### config.mk
export PLATFORM = sky130hd
export DESIGN_NAME = random_combination_draw
export DESIGN_NICKNAME = d
export VERILOG_FILES = /design/src/rtl/core/rcd_pkg.sv /design/src/rtl/core/random_combination_draw.sv /design/src/rtl/core/rcd_divmod.sv
export SDC_FILE = /design/constraint.sdc
export NUM_CORES = 1
export LEC_CHECK = 0
export ABC_AREA = 1
export BUFFER_PORTS_ARGS = -buffer_cell sky130_fd_sc_hd__buf_2
export CORE_MARGIN = 2
export CORE_UTILIZATION = 25
export CTS_CLUSTER_SIZE = 10
export DETAILED_ROUTE_END_ITERATION = 7
export PLACE_DENSITY = 0.48
export RECOVER_POWER = 25
export SKIP_CTS_REPAIR_TIMING = 1
export SLEW_MARGIN = 40
export SYNTH_ARGS = -nofsm -noshare
export SYNTH_HDL_FRONTEND = slang
export SYNTH_SLANG_ARGS = --single-unit
### constraint.sdc
create_clock -name i_clk -period 2.9 [get_ports i_clk]
set_input_delay 0.145 -clock i_clk [delete_from_list [all_inputs] [get_ports i_clk]]
set_output_delay 0.145 -clock i_clk [all_outputs]
set_load 0.02 [all_outputs]
### src/rtl/core/rcd_pkg.sv
package rcd_pkg;

    localparam int PICKS_LIMIT = 8;
    localparam int POOL_LIMIT  = 99;

    localparam int SEED_W  = 64;
    localparam int BYTE_W  = 8;
    localparam int BALL_W  = 7;
    localparam int POS_W   = 3;
    localparam int MPICK_W = 4;
    localparam int EPICK_W = 3;
    localparam int CFG_W   = 7;
    localparam int IDX_W   = 2;

    typedef enum logic [IDX_W-1:0] {
        REG_MAIN_PICKS  = 2'd0,
        REG_MAIN_BALLS  = 2'd1,
        REG_EXTRA_PICKS = 2'd2,
        REG_EXTRA_BALLS = 2'd3
    } t_reg_idx;

    typedef enum logic [2:0] {
        S_IDLE,
        S_PICK,
        S_DIV,
        S_SCAN,
        S_EMIT,
        S_ERR
    } t_state;

endpackage

### src/rtl/core/random_combination_draw.sv
// Random combination draw.
// Slave stream: one 64-bit seed per beat on s_axis_tdata. Byte k of the seed,
// little-endian, drives the k-th pick overall (main group first, then extra).
// Master stream: one beat per drawn number, each group in ascending order;
// tdata carries ball number and rank, tuser the extra-group and error flags,
// tlast marks the final beat of the draw. Bad settings give one error beat.
// Configuration: i_cfg_we writes register i_cfg_idx with i_cfg_data; write
// only while the block is idle.
// Operation: each pick runs a shift-subtract remainder unit, then scans the
// numbers already taken in its group, one per cycle, and inserts the new
// number in sorted place. Once its picks are done, each group streams out at
// one beat per cycle while the receiver accepts them.
// The seed port is ready only in the idle state. The last result sits in an
// output register, so the next seed is taken while it waits. When the
// receiver stalls, the sequencer holds until the output register frees.
// Reset loads the register defaults (6 of 49, no extra group) and idles.
module random_combination_draw (
    input  logic        i_clk,
    input  logic        i_rst_n,
    input  logic        s_axis_tvalid,
    output logic        s_axis_tready,
    input  logic [63:0] s_axis_tdata,   // [63:0] seed_word
    output logic        m_axis_tvalid,
    input  logic        m_axis_tready,
    output logic [15:0] m_axis_tdata,   // [6:0] ball_number, [9:7] position, [15:10] zero
    output logic [1:0]  m_axis_tuser,   // [0] in_extra_group, [1] error_flag
    output logic        m_axis_tlast,   // last_of_draw
    input  logic        i_cfg_we,
    input  logic [1:0]  i_cfg_idx,
    input  logic [6:0]  i_cfg_data
);
    import rcd_pkg::*;

    // configuration
    logic [MPICK_W-1:0] r_main_draws;
    logic [BALL_W-1:0]  r_main_pool;
    logic [EPICK_W-1:0] r_extra_draws;
    logic [BALL_W-1:0]  r_extra_pool;

    always_ff @(posedge i_clk) begin
        if (!i_rst_n) begin
            r_main_draws  <= MPICK_W'(6);
            r_main_pool   <= BALL_W'(49);
            r_extra_draws <= '0;
            r_extra_pool  <= '0;
        end else if (i_cfg_we) begin
            unique case (t_reg_idx'(i_cfg_idx))
                REG_MAIN_PICKS:  r_main_draws  <= i_cfg_data[MPICK_W-1:0];
                REG_MAIN_BALLS:  r_main_pool   <= i_cfg_data[BALL_W-1:0];
                REG_EXTRA_PICKS: r_extra_draws <= i_cfg_data[EPICK_W-1:0];
                REG_EXTRA_BALLS: r_extra_pool  <= i_cfg_data[BALL_W-1:0];
                default: ;
            endcase
        end
    end

    logic [MPICK_W:0] w_pick_sum;
    logic             w_bad;

    assign w_pick_sum = {1'b0, r_main_draws} + {2'b00, r_extra_draws};
    assign w_bad = (r_main_draws == '0)
                || (w_pick_sum > (MPICK_W+1)'(PICKS_LIMIT))
                || (r_main_pool > BALL_W'(POOL_LIMIT))
                || (r_extra_pool > BALL_W'(POOL_LIMIT))
                || (r_main_pool < {3'b000, r_main_draws})
                || ((r_extra_draws != '0) && (r_extra_pool < {4'b0000, r_extra_draws}));

    // sequencer state and datapath registers
    t_state             r_state, n_state;
    logic [SEED_W-1:0]  r_seed,  n_seed;
    logic [BALL_W-1:0]  r_left,  n_left;
    logic [MPICK_W-1:0] r_picks, n_picks;
    logic [MPICK_W-1:0] r_cnt,   n_cnt;
    logic               r_group, n_group;
    logic [BALL_W-1:0]  r_cand,  n_cand;
    logic [POS_W-1:0]   r_pos,   n_pos;
    logic [POS_W-1:0]   r_j,     n_j;
    logic [BALL_W-1:0]  r_taken [PICKS_LIMIT];
    logic [BALL_W-1:0]  n_taken [PICKS_LIMIT];

    logic               r_ovalid, n_ovalid;
    logic [BALL_W-1:0]  r_oball,  n_oball;
    logic [POS_W-1:0]   r_opos,   n_opos;
    logic               r_oextra, n_oextra;
    logic               r_oerr,   n_oerr;
    logic               r_olast,  n_olast;

    logic               w_div_start;
    logic               w_div_done;
    logic [BALL_W-1:0]  w_div_rem;
    logic               w_out_free;

    rcd_divmod u_divmod (
        .i_clk      (i_clk),
        .i_rst_n    (i_rst_n),
        .i_start    (w_div_start),
        .i_dividend (r_seed[BYTE_W-1:0]),
        .i_divisor  (r_left),
        .o_done     (w_div_done),
        .o_rem      (w_div_rem)
    );

    assign w_div_start   = (r_state == S_PICK);
    assign w_out_free    = !r_ovalid || m_axis_tready;
    assign s_axis_tready = (r_state == S_IDLE);

    always_comb begin
        n_state  = r_state;
        n_seed   = r_seed;
        n_left   = r_left;
        n_picks  = r_picks;
        n_cnt    = r_cnt;
        n_group  = r_group;
        n_cand   = r_cand;
        n_pos    = r_pos;
        n_j      = r_j;
        n_taken  = r_taken;
        n_ovalid = r_ovalid && !m_axis_tready;
        n_oball  = r_oball;
        n_opos   = r_opos;
        n_oextra = r_oextra;
        n_oerr   = r_oerr;
        n_olast  = r_olast;

        unique case (r_state)
            S_IDLE: begin
                if (s_axis_tvalid) begin
                    n_seed = s_axis_tdata;
                    if (w_bad) begin
                        n_state = S_ERR;
                    end else begin
                        n_left  = r_main_pool;
                        n_picks = r_main_draws;
                        n_cnt   = '0;
                        n_group = 1'b0;
                        n_state = S_PICK;
                    end
                end
            end
            S_PICK: begin
                n_state = S_DIV;
            end
            S_DIV: begin
                if (w_div_done) begin
                    n_cand  = w_div_rem + BALL_W'(1);
                    n_pos   = '0;
                    n_j     = '0;
                    n_state = S_SCAN;
                end
            end
            S_SCAN: begin
                if ({1'b0, r_j} == r_cnt) begin
                    // insert the new number in sorted place
                    for (int i = 0; i < PICKS_LIMIT; i++) begin
                        if (POS_W'(i) == r_pos) begin
                            n_taken[i] = r_cand;
                        end else if (POS_W'(i) > r_pos && i > 0) begin
                            n_taken[i] = r_taken[(i > 0) ? i - 1 : 0];
                        end
                    end
                    n_cnt  = r_cnt + MPICK_W'(1);
                    n_seed = r_seed >> BYTE_W;
                    n_left = r_left - BALL_W'(1);
                    n_j    = '0;
                    if (r_cnt + MPICK_W'(1) == r_picks) begin
                        n_state = S_EMIT;
                    end else begin
                        n_state = S_PICK;
                    end
                end else begin
                    // skip past every taken number at or below the candidate
                    if (r_taken[r_j] <= r_cand) begin
                        n_cand = r_cand + BALL_W'(1);
                        n_pos  = r_pos + POS_W'(1);
                    end
                    n_j = r_j + POS_W'(1);
                end
            end
            S_EMIT: begin
                if (w_out_free) begin
                    n_ovalid = 1'b1;
                    n_oball  = r_taken[r_j];
                    n_opos   = r_j;
                    n_oextra = r_group;
                    n_oerr   = 1'b0;
                    n_olast  = 1'b0;
                    n_j      = r_j + POS_W'(1);
                    if ({1'b0, r_j} + MPICK_W'(1) == r_picks) begin
                        if (!r_group && r_extra_draws != '0) begin
                            n_group = 1'b1;
                            n_left  = r_extra_pool;
                            n_picks = {1'b0, r_extra_draws};
                            n_cnt   = '0;
                            n_state = S_PICK;
                        end else begin
                            n_olast = 1'b1;
                            n_state = S_IDLE;
                        end
                    end
                end
            end
            S_ERR: begin
                if (w_out_free) begin
                    n_ovalid = 1'b1;
                    n_oball  = '0;
                    n_opos   = '0;
                    n_oextra = 1'b0;
                    n_oerr   = 1'b1;
                    n_olast  = 1'b1;
                    n_state  = S_IDLE;
                end
            end
            default: n_state = S_IDLE;
        endcase
    end

    always_ff @(posedge i_clk) begin
        if (!i_rst_n) begin
            r_state  <= S_IDLE;
            r_ovalid <= 1'b0;
        end else begin
            r_state  <= n_state;
            r_ovalid <= n_ovalid;
        end
    end

    always_ff @(posedge i_clk) begin
        r_seed   <= n_seed;
        r_left   <= n_left;
        r_picks  <= n_picks;
        r_cnt    <= n_cnt;
        r_group  <= n_group;
        r_cand   <= n_cand;
        r_pos    <= n_pos;
        r_j      <= n_j;
        r_taken  <= n_taken;
        r_oball  <= n_oball;
        r_opos   <= n_opos;
        r_oextra <= n_oextra;
        r_oerr   <= n_oerr;
        r_olast  <= n_olast;
    end

    assign m_axis_tvalid = r_ovalid;
    assign m_axis_tdata  = {6'b000000, r_opos, r_oball};
    assign m_axis_tuser  = {r_oerr, r_oextra};
    assign m_axis_tlast  = r_olast;

endmodule

### src/rtl/core/rcd_divmod.sv
module rcd_divmod (
    input  logic                       i_clk,
    input  logic                       i_rst_n,
    input  logic                       i_start,
    input  logic [rcd_pkg::BYTE_W-1:0] i_dividend,
    input  logic [rcd_pkg::BALL_W-1:0] i_divisor,
    output logic                       o_done,
    output logic [rcd_pkg::BALL_W-1:0] o_rem
);
    import rcd_pkg::*;

    logic              r_busy;
    logic [2:0]        r_step;
    logic              r_done;
    logic [BYTE_W-1:0] r_dvd;
    logic [BALL_W-1:0] r_rem;
    logic [BALL_W-1:0] r_dsr;
    logic [BYTE_W-1:0] w_trial;
    logic [BYTE_W-1:0] w_diff;
    logic              w_ge;

    // one restoring step: shift in the next dividend bit, subtract if it fits
    assign w_trial = {r_rem, r_dvd[BYTE_W-1]};
    assign w_ge    = w_trial >= {1'b0, r_dsr};
    assign w_diff  = w_trial - {1'b0, r_dsr};

    always_ff @(posedge i_clk) begin
        if (!i_rst_n) begin
            r_busy <= 1'b0;
            r_step <= '0;
            r_done <= 1'b0;
        end else begin
            r_done <= 1'b0;
            if (i_start) begin
                r_busy <= 1'b1;
                r_step <= '0;
            end else if (r_busy) begin
                r_step <= r_step + 3'd1;
                if (r_step == 3'd7) begin
                    r_busy <= 1'b0;
                    r_done <= 1'b1;
                end
            end
        end
    end

    always_ff @(posedge i_clk) begin
        if (i_start) begin
            r_dvd <= i_dividend;
            r_dsr <= i_divisor;
            r_rem <= '0;
        end else if (r_busy) begin
            r_dvd <= {r_dvd[BYTE_W-2:0], 1'b0};
            r_rem <= w_ge ? w_diff[BALL_W-1:0] : w_trial[BALL_W-1:0];
        end
    end

    assign o_done = r_done;
    assign o_rem  = r_rem;

endmodule
==> summary.md, run 1 <==
| Metric | Value |
|---|---|
| Status | finished, final reports clean |
| DRT Wirelength | 27,000 um |
| Initial Util | 0.252 |
| Row cnt | between 70 and 80 |
| Unique cell type count in the Yosys netlist | between 40 and 50 |
| Iter 0 DRT Violations | 459 |
| RD Place Congestion | 0.843 |
| CTS max path bufs | 3 |
| CP Capture Type | register |
| Grt total ovfl | 0 |
| EDFF count, synth | 177 |
| Clock root buffer | clkbuf_16 |
| R2R cell count | 13 |
| Via Count | 8,213 |
| Worst hold path cell count | 3 |
| Pwr Total | 0.0116 W |
| Power per cell area | 884 nW/um^2 |
| Reg-to-reg critical path startpoint | r_j[0]$_DFFE_PP_ |
| CP startpoint kind | register |
| Final Util | 0.315 |
| First-pass GRT wire length | 42,500 um |
| Hold Path End | r_extra_draws[2]$_SDFFE_PN0P_ |
| Die width | between 200 and 250 um |
| Setup CP Type | register to register |
| Worst vdd ir | 0.000451 V |
| Slew HR | 0.385 |
| DP HPWL | 19,100 um |
| Max-slew violations | 0 |
| Die area | 43,800 um^2 |
| Peak Freq | around 390 MHz |
| Leakage | 5.50 nW |
| Commonest non-fill, non-tap cell in the layout | nand2_1 |
| CTS Buf Count | 26 |
| Largest family of logic cells by synthesized area | simple AND/OR/NAND/NOR gates |
| Initial antenna violation count | 0 |
| Antenna Cells | 0 |
| Via-per-instance ratio | 4.36 |
| CTS tree | yes |
| Top Ports | 99 |
| Gr usage total | 0.121 |
| Hold path startpoint | i_cfg_we |
| Worst-margin pin slew | 0.923 ns |
| FILL cells | about 4,400 |
| Clk_skew | 0.00752 ns |
| Dpl cells | 1,769 |
| Mean Syn Cell Area | 9.19 um^2 |
| Crit path DAT | 2.78 ns |
| Compound-Gate Fraction of Synth Area | 0.106 |
| Top fanout value on the critical path | 18 |
| Routed length per placed instance | between 10 and 15 um |
| #FFs+latches synth | 214 |
| Worst skew pair latency | 0.54 ns |
| Synth Area in Adders | 0.0418 |
| Number of global-route vias before repair | 7,904 |
| Setup-failing EPs final | 0 |
| HP Class | primary input to register |
| Endpoints failing hold | 0 |
| Critical path required time | 3.13 ns |
| Post-synthesis sequential area ratio | 0.575 |
| Worst r2r dst | r_cand[2]$_DFFE_PP_ |
| Die Span Y | around 210 um |
| Gate Count Post-Synth | ~1,100 |
| Share of post-route cells with drive strength above 1 | 0.117 |
| Core ar. | roughly 42,000 um^2 |
| Mux share of post-synthesis cell area | 0 |
| Clock Sinks | 214 |
| Worst setup margin | approximately 0.35 ns |
| Commonest non-fill, non-tap cells in the layout | nand2_1 (367), edfxtp_1 (177), o21ai_0 (107) |
| Drc violations | 0 |
| DRT antenna net count | 0 |
| RSZ-0062 raised after global routing | false |
| Final cell count without fillers | 1,885 |
| Area grow syn2layout | 25.0% |
| Mapped Area | 10,500 um^2 |
| Pre-CTS setup slack | 0.224 ns |
| # nets final | roughly 1,400 |
| H-tree levels | 1 |
| Ys flop type | edfxtp_1 |
| Area of the multi-input gates | 3810 um^2 |
| Max_cap viols | 0 |
| Xor and xnor fraction of the mapped netlist area | 0.0175 |
| Register area | slightly above 6000 um^2 |
| Worst-path clk slew | roughly 0.06 ns |
| R2R Setup Slk | 0.35 ns |
| Synth Warn # | 0 |
| Final period utilization | 0.880 |
| Fin crit period | roughly 2.6 ns |
| Setup TNS | 0 ns |
| Largest net degree at the start of global routing | 65 |
| Share of synthesized flip-flops with an asynchronous set or reset | 0 |
| Detailed-router iteration count before antenna repair | 7 |
| Synth Area in Simple Gates | 0.195 |
| IO Port Bufs | 92 |
-- critical path, stage by stage (launching register included) --
cell and delay [ns]:
edfxtp_1 0.41, buf_4 0.22, buf_4 0.17, o21ai_0 0.18
o22ai_1 0.10, nand2_1 0.08, nand2_1 0.06, ha_1 0.27
nand2_1 0.07, nor2_1 0.14, nand4_1 0.13, nand2_1 0.08
o2111ai_1 0.13, inv_2 0.20
-- worst max-delay path by stage --
| stage | slack [ns] | end | startpoint |
|---|---|---|---|
| finish | 0.35 | r_cand[2]$_DFFE_PP_ | r_j[0]$_DFFE_PP_ |
| global route | 0.07 | r_left[1]$_DFFE_PP_ | r_state[1]$_SDFFE_PN0P_ |
| CTS | 0.22 | r_cand[2]$_DFFE_PP_ | r_j[1]$_DFFE_PP_ |
| detailed placement | 0.22 | r_cand[0]$_DFFE_PP_ | r_j[1]$_DFFE_PP_ |
| global placement | 0.28 | r_cand[0]$_DFFE_PP_ | r_j[0]$_DFFE_PP_ |
| floorplan | 0.47 | r_cand[0]$_DFFE_PP_ | r_j[1]$_DFFE_PP_ |
-- cell type report --
type,count,share of cell area
clock buffer,43,0.0559
clock inverter,2,0.000761
inverter,112,0.0322
multi-input combinational,777,0.289
sequential,214,0.460
tap,539,0.0513
timing repair buffer,198,0.110
-- report_power, final --
| group | internal, W | switching (W) |
|---|---|---|
| clock | 0.00171 | 0.00124 |
| combinational | 0.00130 | 0.00240 |
| sequential | 0.00458 | 0.000411 |
-- registers in the layout (all words and copies together) (netlist names), 3 cells and up --
signal and flops:
r_left 7, r_pos 3, r_picks 4, r_seed 64, r_cnt 4, r_main_pool 7
r_cand 7, u_divmod.r_step 3, u_divmod.r_dsr 7, r_oball 7, u_divmod.o_rem 7, r_extra_pool 7
r_extra_draws 3, r_state 3, r_main_draws 4, r_j 3, r_taken 56, r_opos 3
u_divmod.r_dvd 8
-- stage by stage --
stage	area (um^2)	hold slack, ns
after floorplan	10500	0.271
after CTS	12500	-0.189
final	13200	0.0239
after global routing	13200	0.0141
after global placement	11700	0.383
after detailed placement	11700	0.387
-- metal layers --
metal  up-vias  share of wire  track usage
met4         0          0.022       0.0333
met1      3841           0.46        0.159
met2       142           0.48        0.203
met3        43          0.036       0.0237
met5         -              0            0
li1       4187              -            -
-- synth_stat cells (7+ instances only) --
| cell type | instances | area, um^2 |
|---|---|---|
| nand4_1 | 8 | 50.1 |
| dfxtp_1 | 37 | 741 |
| xor2_1 | 10 | 87.6 |
| nand2_1 | 366 | 1370 |
| nand3_1 | 26 | 130 |
| nor2_1 | 88 | 330 |
| inv_1 | 108 | 405 |
| o21ai_0 | 107 | 536 |
| clkbuf_1 | 25 | 93.8 |
| o22ai_1 | 13 | 81.3 |
| edfxtp_1 | 177 | 5320 |
| a21oi_1 | 52 | 260 |
| buf_2 | 8 | 40.0 |
| nor3_1 | 7 | 35.0 |
| o211ai_1 | 10 | 75.1 |
| xnor2_1 | 11 | 96.3 |
| buf_4 | 12 | 90.1 |
| ha_1 | 32 | 400 |
-- logic make-up after synthesis --
kind of cell | after synthesis
AOI/OAI and AO/OA | 204
xor gates and xnor gates | 21
adders and majority gates | 34
buffers and inverters | 159
DFF | 214
other | 1
and+or+nand+nor | 512
Power figures use the tool's default switching activity.
==> inputs of run 2 (changes only) <==
Settings changed: CORE_UTILIZATION 25 to 29, PLACE_DENSITY 0.48 to 0.52.
==> summary.md, run 2 (synthesis gave the netlist of run 1 again) <==
| Metric | Value |
|---|---|
| RD Place Congestion | 0.926 |
| CP max-delay cell | clkbuf_1 |
| # nets final | 1,440 |
| Hold path startpoint | i_cfg_idx[0] |
| Row cnt | between 60 and 70 |
| Peak Freq | 384 MHz |
| Critical path required time | 3.19 ns |
| Top Ports | 99 |
| CTS Buf Count | 27 |
| Share of post-route cells with drive strength above 1 | 0.115 |
| Setup-failing EPs final | 0 |
| Number of global-route vias before repair | approximately 7,600 |
| H-tree levels | 1 |
| Clock root buffer | clkbuf_16 |
| Max-slew violations | 37 |
| Setup TNS | 0 ns |
| Grt total ovfl | 0 |
| Area grow syn2layout | 24.1% |
| Pwr Total | 0.0116 W |
| Via Count | ~8,100 |
| DRT Wirelength | between 20,000 and 30,000 um |
| Top fanout value on the critical path | 36 |
| Clk_skew | 0.0125 ns |
| Hold_ws | roughly 0.027 ns |
| Worst vdd ir | between 0.0004 and 0.0005 V |
| Routed length per placed instance | 14.2 um |
| Die Span Y | 194 um |
| DRT antenna net count | 0 |
| Drc violations | 0 |
| Commonest non-fill, non-tap cell in the layout | nand2_1 |
| Final period utilization | 0.898 |
| CTS tree | yes |
| Cell chain of the critical path | nor2_1 -> nand2_4 -> clkbuf_1 -> nand2_1 -> nand2_1 -> nor2_1 -> buf_4 |
| CTS max path bufs | 3 |
| CP max stage delay | 1.21 ns |
| Worst-margin pin slew | 1.69 ns |
| Largest regs | r_seed: 64 flops, r_taken: 56 flops, u_divmod.r_dvd: 8 flops |
| Failing checks | capacitance limit, slew limit |
| Critical path origin | r_state[2]$_SDFFE_PN0P_ |
| Core ar. | 35,700 um^2 |
| Via-per-instance ratio | between 4 and 5 |
| Max_cap viols | 1 |
| Largest net degree at the start of global routing | 43 |
| Detailed-router iteration count before antenna repair | 5 |
| Status | complete, but fails checks |
| RSZ-0062 raised after global routing | false |
| HP Class | primary input to register |
| IO Port Bufs | about 90 |
| First-pass GRT wire length | 39,700 um |
| Crit path DAT | between 2 and 3 ns |
| Worst-path clk slew | 0.05 ns |
| Gr usage total | 0.129 |
| Final Util | 0.366 |
| Max reg flops | 64 |
| Initial Util | 0.295 |
| Fin crit period | 2.60 ns |
| Biggest register | r_seed |
| Clock Sinks | 214 |
| CP startpoint kind | register |
| Commonest non-fill, non-tap cells in the layout | nand2_1 (366), edfxtp_1 (177), inv_1 (108) |
| Die width | just under 200 um |
| DP HPWL | around 18,000 um |
| Die area | 37,800 um^2 |
| Reg-to-reg critical path startpoint | r_state[2]$_SDFFE_PN0P_ |
| CP Capture Type | register |
| Antenna Cells | 0 |
| Leakage | 5.53 nW |
| Iter 0 DRT Violations | 547 |
| Power per cell area | 886 nW/um^2 |
| Setup CP Type | register to register |
| Endpoints failing hold | 0 |
| Worst skew pair latency | 0.54 ns |
| Initial antenna violation count | 0 |
| Slew HR | -0.126 |
==> run 2: cell count changes in the layout (fill, tap and decap cells not counted), sizes merged <==
| cell | delta |
|---|---|
| clkinvlp | -1 |
| buf | -2 |
| clkinv | +3 |
| clkbuf | -4 |
| inv | +3 |
==> run 2: layout make-up <==
cell class              instances  area (um^2)
well taps                     461          577
repair buffers                196         1420
clock inverters                 7         50.0
fillers                      3608        22600
inverters                     112          420
flip-flops and latches        214         6060
clock buffers                  39          731
multi-input cells             777         3810
==> run 2: metrics by stage <==
stage	std cells	worst slack, ns	cell area (um^2)
floorplan	1150	0.473	10500
global placement	1689	0.413	11600
detailed placement	1689	0.319	11600
CTS	1735	0.306	12400
global route	1806	0.0438	13100
finish	1806	0.297	13100
==> run 2: critical path: cells and delay by family, from the launching register on <==
kind	cells	cell delay (ns)
buffers and inverters	2	1.39
AND/OR/NAND/NOR	5	0.54
flip-flops	1	0.43
==> run 2: where the power goes <==
| part | internal [W] | switching [W] | leakage [nW] |
|---|---|---|---|
| logic | 0.00125 | 0.00234 | 3.19 |
| registers | 0.00458 | 0.000397 | 1.96 |
| clock network | 0.00174 | 0.00125 | 0.380 |
==> run 2: layer usage <==
layer | global-route usage | part of all wire | vias to the layer above
met5 | 0 | 0 | -
met4 | 0.0405 | 0.027 | 0
met3 | 0.0231 | 0.039 | 44
met2 | 0.215 | 0.48 | 162
met1 | 0.171 | 0.46 | 3720
li1 | - | - | 4175
==> run 2: worst paths after layout <==
| path | to | slack (ns) | cells after the start |
|---|---|---|---|
| worst max-delay path | r_left[5]$_DFFE_PP_ | 0.30 | 7 |
| worst min-delay path | r_main_draws[2]$_SDFFE_PN1P_ | 0.03 | 3 |
| worst max register to register | r_left[5]$_DFFE_PP_ | 0.30 | 7 |
| worst min register to register | u_divmod.r_dsr[1]$_DFFE_PP_ | 0.44 | 0 |
==> inputs of run 3 (changes only) <==
Settings changed: HOLD_SLACK_MARGIN from default to 0.06.
==> summary.md, run 3 (synthesis gave the netlist of run 1 again) <==
| Metric | Value |
|---|---|
| Status | complete, but fails checks |
| Commonest non-fill, non-tap cell in the layout | nand2_1 |
| Antenna Cells | 0 |
| Iter 0 DRT Violations | 548 |
| Crit path DAT | just under 3 ns |
| H-tree levels | 1 |
| Die Span Y | 194 um |
| CP startpoint kind | register |
| Worst-margin pin slew | 1.69 ns |
| Setup TNS | 0 ns |
| Critical path buffer and inverter count | 2 |
| Commonest non-fill, non-tap cells in the layout | nand2_1 (366), edfxtp_1 (177), inv_1 (108) |
| Area grow syn2layout | 25.2% |
| Max-slew violations | 37 |
| CP max stage delay | 1.22 ns |
| Biggest register | r_seed |
| Worst skew pair latency | between 0.5 and 0.6 ns |
| IO Port Bufs | 92 |
| Dpl cells | approximately 1,700 |
| Failing checks | capacitance limit, slew limit |
| Hold path startpoint | i_rst_n |
| Worst-path clk slew | around 0.050 ns |
| Detailed-router iteration count before antenna repair | 5 |
| Row cnt | 69 |
| Die width | 194 um |
| Endpoints failing hold | 0 |
| Leakage | 5.56 nW |
| CTS tree | yes |
| Via Count | slightly above 8,000 |
| Final cell count without fillers | 1,817 |
| Cell chain of the critical path | nor2_1 -> nand2_4 -> clkbuf_1 -> nand2_1 -> nand2_1 -> nor2_1 -> buf_4 |
| Setup-failing EPs final | 0 |
| First-pass GRT wire length | 39,700 um |
| Via-per-instance ratio | 4.50 |
| Share of post-route cells with drive strength above 1 | 0.115 |
| Initial antenna violation count | 0 |
| Initial Util | 0.295 |
| HP Class | primary input to register |
| RSZ-0062 raised after global routing | false |
| Reg-to-reg critical path startpoint | r_state[2]$_SDFFE_PN0P_ |
| Largest net degree at the start of global routing | between 40 and 50 |
| DP HPWL | roughly 18,000 um |
| CP Capture Type | register |
| RD Place Congestion | 0.926 |
| Critical path origin | r_state[2]$_SDFFE_PN0P_ |
| Grt total ovfl | 0 |
| CTS Buf Count | 27 |
| # nets final | 1,451 |
| Max_cap viols | 1 |
| Routed length per placed instance | 14.1 um |
| Slew HR | -0.130 |
| Power per cell area | 879 nW/um^2 |
| Top fanout value on the critical path | 36 |
| DRT antenna net count | 0 |
| Top Ports | slightly below 100 |
| DRT Wirelength | 25,700 um |
| Critical path required time | around 3.2 ns |
| Setup CP Type | register to register |
| CP top delay family | buffers and inverters |
| Die area | 37,800 um^2 |
| Core ar. | 35,700 um^2 |
| CP max-delay cell | clkbuf_1 |
| Clk_skew | 0.0124 ns |
| Fin crit period | around 2.6 ns |
| Clock root buffer | clkbuf_16 |
| Final period utilization | 0.899 |
| R2R Setup Slk | roughly 0.29 ns |
| Max reg flops | 64 |
| Drc violations | 0 |
| Gr usage total | 0.129 |
| Largest regs | r_seed: 64 flops, r_taken: 56 flops, u_divmod.r_dvd: 8 flops |
| CTS max path bufs | 3 |
| Peak Freq | 384 MHz |
| Worst vdd ir | 0.000426 V |
| Clock Sinks | 214 |
| Number of global-route vias before repair | 7,647 |
run 3: through the flow:
stage	worst slack (ns)	total power (W)	instance area [um^2]	hold WS [ns]	util
2_1_floorplan	0.473	0.00742	10500	0.271	-
3_3_place_gp	0.413	0.00859	11600	0.381	0.326
3_5_place_dp	0.319	0.00863	11600	0.382	0.326
4_1_cts	0.306	0.0117	12400	-0.196	0.348
5_1_grt	0.0438	0.0124	13200	0.0727	0.369
6_report	0.294	0.0116	13200	0.0655	0.369
run 3: metal layers:
layer / wire [um] / vias to the layer above / share of wire / GRT usage
met5: 0 / - / 0 / 0
met2: 12300 / 170 / 0.48 / 0.215
met3: 1040 / 46 / 0.041 / 0.0231
met1: 11700 / 3752 / 0.46 / 0.171
li1: - / 4200 / - / -
met4: 674 / 0 / 0.026 / 0.0405
run 3: power breakdown:
part           total, W  internal, W  switching (W)
Sequential      0.00498      0.00458       0.000396
Combinational   0.00361      0.00126        0.00235
Clock           0.00300      0.00174        0.00126
run 3: worst paths after layout:
kind,endpoint,cells after the start
min,m_axis_tvalid$_SDFF_PN0_,3
max,r_left[5]$_DFFE_PP_,7
max reg2reg,r_left[5]$_DFFE_PP_,7
min reg2reg,u_divmod.r_dsr[1]$_DFFE_PP_,0
run 3: worst reg2reg max path, stage by stage, from the launching register on:
cell	delay, ns
dfxtp_1	0.43
nor2_1	0.14
nand2_4	0.11
clkbuf_1	1.22
nand2_1	0.12
nand2_1	0.11
nor2_1	0.06
buf_4	0.18
run 3: area by class of cell:
type,instances,area [um^2]
Clock buffer,39,731
Inverter,112,420
Timing Repair Buffer,207,1530
Fill cell,3602,22500
Tap cell,461,577
Multi-Input combinational cell,777,3810
Sequential cell,214,6060
Clock inverter,7,50.0
